`src/hw/rtl/pfvc_pkg.sv`:
```
// Shared types and constants of the PID force and velocity controller.
package pfvc_pkg;

    localparam int POS_W       = 32;
    localparam int OUT_W       = 32;
    localparam int CFG_W       = 32;
    localparam int GAIN_W      = 32;
    localparam int TGT_W       = 31;
    localparam int CFG_IDX_W   = 3;
    localparam int CHUNK_W     = 16;
    localparam int CHUNK_IDX_W = 2;
    localparam int STEP_FRAC   = 32;

    localparam logic [CFG_IDX_W-1:0] CFG_TARGET = 3'd0;
    localparam logic [CFG_IDX_W-1:0] CFG_PROP   = 3'd1;
    localparam logic [CFG_IDX_W-1:0] CFG_INTEG  = 3'd2;
    localparam logic [CFG_IDX_W-1:0] CFG_DERIV  = 3'd3;
    localparam logic [CFG_IDX_W-1:0] CFG_STEP   = 3'd4;

    typedef enum logic [1:0] {
        PH_INTEG,
        PH_PROP,
        PH_DERIV,
        PH_STEP
    } t_phase;

    typedef struct packed {
        logic                   load;
        logic                   mac_en;
        logic                   mac_first;
        logic [CHUNK_IDX_W-1:0] chunk;
        logic                   post_en;
        logic                   wb_en;
        t_phase                 phase;
    } t_dp_cmd;

endpackage

```
`src/hw/rtl/pfvc_ctrl.sv`:
```
// Sequencing state machine of the PID force and velocity controller.
module pfvc_ctrl
    import pfvc_pkg::*;
#(
    parameter int NCH = 2
) (
    input  logic    i_clk,
    input  logic    i_rst_n,
    input  logic    i_in_valid,
    output logic    o_in_ready,
    output logic    o_out_valid,
    input  logic    i_out_ready,
    output t_dp_cmd o_cmd
);

    typedef enum logic [1:0] {
        S_IDLE,
        S_MUL,
        S_POST,
        S_WB
    } t_state;

    localparam logic [CHUNK_IDX_W-1:0] TOP_CHUNK = CHUNK_IDX_W'(NCH - 1);

    t_state                 r_state, n_state;
    t_phase                 r_phase, n_phase;
    logic [CHUNK_IDX_W-1:0] r_chunk, n_chunk;
    logic                   r_out_valid, n_out_valid;
    logic                   accept, wb_go;

    assign o_in_ready = (r_state == S_IDLE);
    assign accept     = o_in_ready && i_in_valid;
    assign wb_go      = (r_state == S_WB) &&
                        ((r_phase != PH_STEP) || !r_out_valid || i_out_ready);

    always_comb begin
        o_cmd.load      = accept;
        o_cmd.mac_en    = (r_state == S_MUL);
        o_cmd.mac_first = (r_chunk == TOP_CHUNK);
        o_cmd.chunk     = r_chunk;
        o_cmd.post_en   = (r_state == S_POST);
        o_cmd.wb_en     = wb_go;
        o_cmd.phase     = r_phase;
    end

    always_comb begin
        n_state     = r_state;
        n_phase     = r_phase;
        n_chunk     = r_chunk;
        n_out_valid = r_out_valid && !i_out_ready;
        case (r_state)
            S_IDLE: begin
                if (accept) begin
                    n_state = S_MUL;
                    n_phase = PH_INTEG;
                    n_chunk = TOP_CHUNK;
                end
            end
            S_MUL: begin
                if (r_chunk == '0) begin
                    n_state = S_POST;
                end else begin
                    n_chunk = r_chunk - 1'b1;
                end
            end
            S_POST: begin
                n_state = S_WB;
            end
            S_WB: begin
                if (wb_go) begin
                    n_chunk = TOP_CHUNK;
                    n_state = S_MUL;
                    case (r_phase)
                        PH_INTEG: n_phase = PH_PROP;
                        PH_PROP:  n_phase = PH_DERIV;
                        PH_DERIV: n_phase = PH_STEP;
                        PH_STEP: begin
                            n_state     = S_IDLE;
                            n_out_valid = 1'b1;
                        end
                        default:  n_phase = PH_INTEG;
                    endcase
                end
            end
            default: n_state = S_IDLE;
        endcase
    end

    always_ff @(posedge i_clk) begin
        if (!i_rst_n) begin
            r_state     <= S_IDLE;
            r_phase     <= PH_INTEG;
            r_chunk     <= '0;
            r_out_valid <= 1'b0;
        end else begin
            r_state     <= n_state;
            r_phase     <= n_phase;
            r_chunk     <= n_chunk;
            r_out_valid <= n_out_valid;
        end
    end

    assign o_out_valid = r_out_valid;

`ifndef SYNTHESIS
    a_accept_starts: assert property (@(posedge i_clk) disable iff (!i_rst_n)
        accept |=> (r_state == S_MUL) && (r_phase == PH_INTEG) && (r_chunk == TOP_CHUNK))
        else $error("accepted transfer did not start the integral product");
    a_chunk_count: assert property (@(posedge i_clk) disable iff (!i_rst_n)
        (r_state == S_MUL) && (r_chunk != '0) |=>
        (r_state == S_MUL) && (r_chunk == $past(r_chunk) - 1'b1))
        else $error("multiplier chunk sequence broken");
    a_result_source: assert property (@(posedge i_clk) disable iff (!i_rst_n)
        $rose(r_out_valid) |-> $past((r_state == S_WB) && (r_phase == PH_STEP)))
        else $error("result raised outside the velocity write-back");
`endif

endmodule

```
`src/hw/rtl/pfvc_dp.sv`:
```
// Datapath of the PID force and velocity controller: registers, shared multiplier, adders.
module pfvc_dp
    import pfvc_pkg::*;
#(
    parameter int DATA_WIDTH = 32,
    parameter int FRAC_BITS  = 16,
    parameter int NCH        = 2
) (
    input  logic                    i_clk,
    input  logic                    i_rst_n,
    input  logic                    i_cfg_we,
    input  logic [CFG_IDX_W-1:0]    i_cfg_idx,
    input  logic [CFG_W-1:0]        i_cfg_data,
    input  logic signed [POS_W-1:0] i_pos,
    input  t_dp_cmd                 i_cmd,
    output logic [OUT_W-1:0]        o_vel,
    output logic                    o_sat
);

    localparam int DW   = DATA_WIDTH;
    localparam int XP_W = NCH * CHUNK_W;
    localparam int GW   = GAIN_W + 1;
    localparam int MW   = CHUNK_W + 1;
    localparam int PW   = XP_W + GW;
    localparam int WW   = ((DW > TGT_W + 2) ? DW : TGT_W + 2) + 1;

    logic [TGT_W-1:0]  r_target, r_prop, r_integ_g, r_deriv;
    logic [GAIN_W-1:0] r_step_g;

    logic signed [DW-1:0] r_integ, r_vel, r_prev;
    logic signed [DW-1:0] r_err, r_pterm, r_force, r_mres;
    logic signed [PW-1:0] r_macc;
    logic                 r_flag;
    logic [OUT_W-1:0]     r_out_vel;
    logic                 r_out_sat;

    logic signed [WW-1:0]   diff;
    logic                   diff_fit;
    logic signed [DW-1:0]   err_c;

    logic signed [DW-1:0]   x_sel;
    logic [GAIN_W-1:0]      g_sel;
    logic signed [XP_W-1:0] xp;
    logic [CHUNK_W-1:0]     chunk;
    logic signed [MW-1:0]   mop;
    logic signed [GW-1:0]   gop;
    logic signed [MW+GW-1:0] partial;
    logic signed [PW-1:0]   macc_next;

    logic signed [PW-1:0]   shifted;
    logic                   sh_fit;
    logic signed [DW-1:0]   mres_c;

    logic signed [DW:0]     isum;
    logic                   isum_fit;
    logic signed [DW-1:0]   integ_c;
    logic signed [DW+1:0]   fsum;
    logic                   fsum_fit;
    logic signed [DW-1:0]   force_c;
    logic signed [DW+1:0]   vsum;
    logic                   vsum_fit;
    logic signed [DW-1:0]   vel_c;

    // Saturation: a sum fits when all bits from the sign position upwards agree.
    assign diff     = WW'(signed'({1'b0, r_target})) - WW'(i_pos);
    assign diff_fit = (&diff[WW-1:DW-1]) | ~(|diff[WW-1:DW-1]);
    assign err_c    = diff_fit ? diff[DW-1:0] : {diff[WW-1], {(DW-1){~diff[WW-1]}}};

    always_comb begin
        case (i_cmd.phase)
            PH_INTEG: begin
                x_sel = r_err;
                g_sel = GAIN_W'(r_integ_g);
            end
            PH_PROP: begin
                x_sel = r_err;
                g_sel = GAIN_W'(r_prop);
            end
            PH_DERIV: begin
                x_sel = r_vel;
                g_sel = GAIN_W'(r_deriv);
            end
            PH_STEP: begin
                x_sel = r_force;
                g_sel = r_step_g;
            end
            default: begin
                x_sel = r_err;
                g_sel = '0;
            end
        endcase
    end

    // The top chunk carries the sign; lower chunks are unsigned digits.
    assign xp        = XP_W'(x_sel);
    assign chunk     = xp[i_cmd.chunk * CHUNK_W +: CHUNK_W];
    assign mop       = {i_cmd.mac_first ? chunk[CHUNK_W-1] : 1'b0, chunk};
    assign gop       = {1'b0, g_sel};
    assign partial   = mop * gop;
    assign macc_next = i_cmd.mac_first ? PW'(partial)
                                       : (r_macc <<< CHUNK_W) + PW'(partial);

    assign shifted = (i_cmd.phase == PH_STEP) ? (r_macc >>> STEP_FRAC)
                                              : (r_macc >>> FRAC_BITS);
    assign sh_fit  = (&shifted[PW-1:DW-1]) | ~(|shifted[PW-1:DW-1]);
    assign mres_c  = sh_fit ? shifted[DW-1:0]
                            : {shifted[PW-1], {(DW-1){~shifted[PW-1]}}};

    assign isum     = (DW+1)'(r_integ) + (DW+1)'(r_mres);
    assign isum_fit = (isum[DW] == isum[DW-1]);
    assign integ_c  = isum_fit ? isum[DW-1:0] : {isum[DW], {(DW-1){~isum[DW]}}};

    assign fsum     = (DW+2)'(r_pterm) - (DW+2)'(r_mres) + (DW+2)'(r_integ);
    assign fsum_fit = (&fsum[DW+1:DW-1]) | ~(|fsum[DW+1:DW-1]);
    assign force_c  = fsum_fit ? fsum[DW-1:0] : {fsum[DW+1], {(DW-1){~fsum[DW+1]}}};

    assign vsum     = (DW+2)'(r_vel) + (DW+2)'(r_prev) + (DW+2)'(r_mres);
    assign vsum_fit = (&vsum[DW+1:DW-1]) | ~(|vsum[DW+1:DW-1]);
    assign vel_c    = vsum_fit ? vsum[DW-1:0] : {vsum[DW+1], {(DW-1){~vsum[DW+1]}}};

    always_ff @(posedge i_clk) begin
        if (!i_rst_n) begin
            r_target  <= '0;
            r_prop    <= '0;
            r_integ_g <= '0;
            r_deriv   <= '0;
            r_step_g  <= '0;
            r_integ   <= '0;
            r_vel     <= '0;
            r_prev    <= '0;
        end else begin
            if (i_cfg_we) begin
                case (i_cfg_idx)
                    CFG_TARGET: r_target  <= i_cfg_data[TGT_W-1:0];
                    CFG_PROP:   r_prop    <= i_cfg_data[TGT_W-1:0];
                    CFG_INTEG:  r_integ_g <= i_cfg_data[TGT_W-1:0];
                    CFG_DERIV:  r_deriv   <= i_cfg_data[TGT_W-1:0];
                    CFG_STEP:   r_step_g  <= i_cfg_data[GAIN_W-1:0];
                    default: ;
                endcase
            end
            if (i_cmd.wb_en && (i_cmd.phase == PH_INTEG)) begin
                r_integ <= integ_c;
            end
            if (i_cmd.wb_en && (i_cmd.phase == PH_STEP)) begin
                r_vel  <= vel_c;
                r_prev <= r_mres;
            end
        end
    end

    always_ff @(posedge i_clk) begin
        if (i_cmd.load) begin
            r_err  <= err_c;
            r_flag <= ~diff_fit;
        end
        if (i_cmd.mac_en) begin
            r_macc <= macc_next;
        end
        if (i_cmd.post_en) begin
            r_mres <= mres_c;
            r_flag <= r_flag | ~sh_fit;
        end
        if (i_cmd.wb_en) begin
            case (i_cmd.phase)
                PH_INTEG: r_flag <= r_flag | ~isum_fit;
                PH_PROP:  r_pterm <= r_mres;
                PH_DERIV: begin
                    r_force <= force_c;
                    r_flag  <= r_flag | ~fsum_fit;
                end
                PH_STEP: begin
                    r_out_vel <= OUT_W'(vel_c);
                    r_out_sat <= r_flag | ~vsum_fit;
                end
                default: ;
            endcase
        end
    end

    assign o_vel = r_out_vel;
    assign o_sat = r_out_sat;

endmodule

```
`src/hw/rtl/pid_force_velocity_controller.sv`:
```
// Top level of the PID force controller with trapezoidal velocity integration.
//
// Each transfer on the slave stream is one control tick carrying a measured
// position (signed Q16.16). The block forms the position error, updates the
// integral, forms the force, scales it into a velocity step and integrates
// the velocity command by the trapezoidal rule. One result transfer follows
// each input transfer: the velocity command in tdata and a saturation flag
// in tuser. Gains and the target are written on the plain register port
// while the block is idle.
// One shared multiplier takes 16 bits of the signal operand per cycle, so
// each of the four products is formed in NCH = ceil(DATA_WIDTH / 16) chunk
// steps, followed by a shift-and-clip step and a write-back step. A new tick
// is accepted only after the velocity write-back of the previous one.
// The result sits in an output register, so the next tick is accepted and
// processed while it waits; a stalled receiver only holds the final
// write-back of the following tick. Synchronous reset clears the gain and
// target registers, the integral and velocity state and the result valid.
module pid_force_velocity_controller
    import pfvc_pkg::*;
#(
    parameter int DATA_WIDTH = 32,
    parameter int FRAC_BITS  = 16
) (
    input  logic                 i_clk,
    input  logic                 i_rst_n,
    input  logic                 i_cfg_we,
    input  logic [CFG_IDX_W-1:0] i_cfg_idx,
    input  logic [CFG_W-1:0]     i_cfg_data,
    input  logic                 s_axis_tvalid,
    output logic                 s_axis_tready,
    input  logic [POS_W-1:0]     s_axis_tdata,  // [31:0] position
    output logic                 m_axis_tvalid,
    input  logic                 m_axis_tready,
    output logic [OUT_W-1:0]     m_axis_tdata,  // [31:0] velocity_cmd
    output logic [0:0]           m_axis_tuser   // [0] saturated
);

    localparam int NCH = (DATA_WIDTH + CHUNK_W - 1) / CHUNK_W;

    t_dp_cmd cmd;

    pfvc_ctrl #(
        .NCH(NCH)
    ) u_ctrl (
        .i_clk       (i_clk),
        .i_rst_n     (i_rst_n),
        .i_in_valid  (s_axis_tvalid),
        .o_in_ready  (s_axis_tready),
        .o_out_valid (m_axis_tvalid),
        .i_out_ready (m_axis_tready),
        .o_cmd       (cmd)
    );

    pfvc_dp #(
        .DATA_WIDTH(DATA_WIDTH),
        .FRAC_BITS (FRAC_BITS),
        .NCH       (NCH)
    ) u_dp (
        .i_clk      (i_clk),
        .i_rst_n    (i_rst_n),
        .i_cfg_we   (i_cfg_we),
        .i_cfg_idx  (i_cfg_idx),
        .i_cfg_data (i_cfg_data),
        .i_pos      (signed'(s_axis_tdata)),
        .i_cmd      (cmd),
        .o_vel      (m_axis_tdata),
        .o_sat      (m_axis_tuser[0])
    );

endmodule
```
`config.mk`:
```
export PLATFORM = sky130hd
export DESIGN_NAME = pid_force_velocity_controller
export DESIGN_NICKNAME = d
export VERILOG_FILES = /design/src/hw/rtl/pfvc_pkg.sv /design/src/hw/rtl/pfvc_ctrl.sv /design/src/hw/rtl/pfvc_dp.sv /design/src/hw/rtl/pid_force_velocity_controller.sv
export SDC_FILE = /design/constraint.sdc
export NUM_CORES = 2
export LEC_CHECK = 0
export ABC_AREA = 1
export BUFFER_PORTS_ARGS = -buffer_cell sky130_fd_sc_hd__buf_2
export CAP_MARGIN = 20
export CORE_UTILIZATION = 50
export CTS_CLUSTER_DIAMETER = 150
export DETAILED_ROUTE_END_ITERATION = 12
export GPL_TIMING_DRIVEN = 0
export PLACE_DENSITY = 0.62
export SLEW_MARGIN = 20
export SYNTH_ARGS = -nofsm -noshare
export SYNTH_HDL_FRONTEND = slang
export SYNTH_SLANG_ARGS = --single-unit
export TNS_END_PERCENT = 100
```
`constraint.sdc`:
```
create_clock -name i_clk -period 10.9 [get_ports i_clk]
set_input_delay 0.545 -clock i_clk [delete_from_list [all_inputs] [get_ports i_clk]]
set_output_delay 0.545 -clock i_clk [all_outputs]
set_load 0.05 [all_outputs]
```
==> results.md <==
* R2R cell count at 43
* Most common cell after layout, fill and taps aside: nand2_1
* Worst-Skew Late Latency at 0.69 ns
* Placement Rows at 116
* First-pass DRT Iterations at 6
* Syn_nets at 7791
* Crit path time final at 10.63 ns
* Sequential area share after synthesis at 0.2356
* First-pass GRT wire length at 273200 microns
* Distinct cells, synth at 55
* CTS tree: done
* Multi-input gate area at 0.03344 sq mm
* DIE AREA at 0.1031 sq mm
* Antenna-violating nets left at 0
* Initial antenna violation count at 14
* Final hold viol count at 0
* Mapped Cells at 6851
* Startpoint types: flip-flop
* Initial core utilization at 0.5068
* Via density at 5.426
* Commonest cells after routing, fill and taps aside: nand2_1, inv_1, nor2_1, fa_1, o21ai_0
* Iter 0 DRT Violations at 4391
* Critical path peak fanout at 10
* Post-Route WL at 180500 microns
* Hold Path Class: input port to flip-flop
* Fmax achieved at 0.09404 GHz
* Layout Skew at 0.05679 ns
* Reg-to-Reg Start: u_ctrl.r_phase[0]
* DRC violations left at 0
* Hold depth at 3
* Max_cap viols at 0
* R2R Setup Slk at 0.27 ns
* Fin. max-slew vios at 0
* H-tree Lvls at 2
* Detail Placement HPWL at 151600 microns
* Final hold slack at 0.1854 ns
* Crit Path Class: flip-flop to flip-flop
* WP data arrival at 11.06 ns
* Run status: finished clean
* Pin count of the biggest net entering global routing at 43
* Routed via count at 45790
* Hold Startpoint: i_cfg_data[1]
* RSZ-0062 raised after global routing: no
* Filler cells at 10040
* Routed WL per cell at 21.38 microns
* Inserted Clock Buffers at 58
* Vias in the first global route at 44810
* Register area at 0.01199 sq mm
* Chip Height at 321.1 microns
* Clock tree sinks at 486
* Average size of a mapped cell at 7.430 sq um
* Top-level port count at 107
* Hold endpoint: u_dp.r_step_g[1]
* Worst slew pin tran at 1.271 ns
* Core footprint at 0.1004 sq mm
* NumNets Final at 7966
* Ratio of cells with drive above 1 in the final layout at 0.05879
* Chip Width at 321.1 microns
* Maximum clock insertion buffer count at 3
* Final period util at 0.9755
* R2R Path End: u_dp.r_macc[64]
* FF+latch count, synth at 486
* GP Congestion at 0.9894
* Total GRT Usage at 0.3535
* Final setup vio count at 0
* Critical Path RT at 11.32 ns
* Ys Warns at 0
* Port Buffers at 105
* Slew HR at 0.1527
* Worst-path clk slew at 0.06 ns
* Netlist Area Pre-Place at 0.05091 sq mm
* Root Buffer Master: clkbuf_16
* Grt ovf at 0
* Crit-path slowest cell: fa_1
* Worst setup EP type: flip-flop
* Worst path max stage delay at 0.61 ns
* Area grow syn2layout at 8.971%
## through the flow
step	std cells	utilization	setup TNS, ns	setup WS, ns	cell area, sq um
6_report	8439	0.5523	0	0.2666	55470
5_1_grt	8433	0.5522	0	0.0009583	55460
4_1_cts	8428	0.5502	0	0.02171	55260
3_5_place_dp	8318	0.5307	-0.06389	-0.06389	53300
3_3_place_gp	8313	0.5290	-0.2138	-0.1175	53130
2_1_floorplan	6851	-	0	2.628	50910
## metal layers
layer / wire [microns] / global-route usage / up-vias
met2: 79940 / 0.5574 / 1597
met4: 7639 / 0.1343 / 10
met1: 79200 / 0.4872 / 22080
met5: 63 / 0 / -
met3: 13610 / 0.05742 / 316
li1: - / - / 21780
## registers in the layout, summed over array words and instances, names as in the netlist, 32 cells and up
| register | cells |
|---|---|
| u_dp.r_force | 32 |
| u_dp.r_vel | 32 |
| u_dp.o_vel | 32 |
| u_dp.r_integ | 32 |
| u_dp.r_mres | 32 |
| u_dp.r_prev | 32 |
| u_dp.r_macc | 65 |
| u_dp.r_step_g | 32 |
| u_dp.r_pterm | 32 |
| u_dp.r_err | 32 |
## kinds of logic after synthesis
kind of cell,after synthesis,share of synthesized area
AO/OA/AOI/OAI,1080,0.1179
XOR/XNOR,145,0.02495
adder cells (fa/ha/maj),868,0.2896
buffers and inverters,1472,0.1109
flip-flops,486,0.2356
multiplexers,10,0.001966
AND/OR/NAND/NOR,2790,0.2192
## worst max-delay path, delay by kind of cell (launching register included)
kind            cells  cell delay (ns)
compound gates     10             1.96
flops               1             0.41
xor+xnor            1             0.39
fa+ha+maj           9             4.02
buf+inv            10             1.75
simple gates       13             1.80
## area by class of cell
cell class,count,share of cell area
multi-input cells,4893,0.6028
flip-flops and latches,486,0.2162
inverters,1262,0.08585
well taps,1357,0.03061
clock buffers,73,0.02826
plain buffers,210,0.01687
repair buffers,115,0.01223
clock inverters,37,0.006970
diodes,6,0.0002707
## worst max path at each step
stage / endpoint / cells after the start / from / slack [ns]
after floorplan: u_dp.r_macc[44] / 43 / u_ctrl.r_phase[0] / 2.63
after global placement: u_dp.r_macc[59] / 37 / u_ctrl.r_phase[0] / -0.12
after global routing: u_dp.r_macc[63] / 40 / u_ctrl.r_phase[0] / 0.001
after CTS: u_dp.r_macc[59] / 37 / u_ctrl.r_phase[0] / 0.02
after detailed placement: u_dp.r_macc[51] / 42 / u_ctrl.r_phase[0] / -0.06
final: u_dp.r_macc[64] / 43 / u_ctrl.r_phase[0] / 0.27
## cell usage after synthesis (all sizes together)
master   instances  share of area
o211a            1        0.00020
o211ai          45         0.0066
a21o            12         0.0018
o2111ai          3        0.00052
o311ai           1        0.00017
a22oi            1        0.00015
a31o             1        0.00017
or2             41         0.0050
a21boi           6        0.00088
inv           1250          0.092
nor2           958          0.071
o21a            12         0.0018
nand3b          11         0.0016
buf             54         0.0062
o221ai          11         0.0019
clkinv          12        0.00088
nand2         1503           0.11
o32ai            1        0.00017
nand3          177          0.018
o21ai          485          0.048
fa             517           0.20
and2            11         0.0014
o22ai           31         0.0052
nor4            15         0.0018
a31oi           23         0.0028
mux2i           10         0.0020
nor3            37         0.0036
a211oi           8         0.0012
ha             351          0.086
nand4           25         0.0032
clkbuf         156          0.012
nor3b            2        0.00039
xnor2           59          0.010
edfxtp         226           0.13
dfxtp          260           0.10
xor2            86          0.015
a21oi          376          0.037
and3            10         0.0012
o21bai          63         0.0093
## repair_timing
item,4_1_cts,5_1_grt
endpoints found under the setup margin,6,38
buffers inserted,0,5
hold buffers,0,0
resized for setup,1,73
pin swaps,0,1
Power is left out: the tool's default activity adds up to more than one toggle a clock period on the data nets, which glitch-free logic cannot reach.
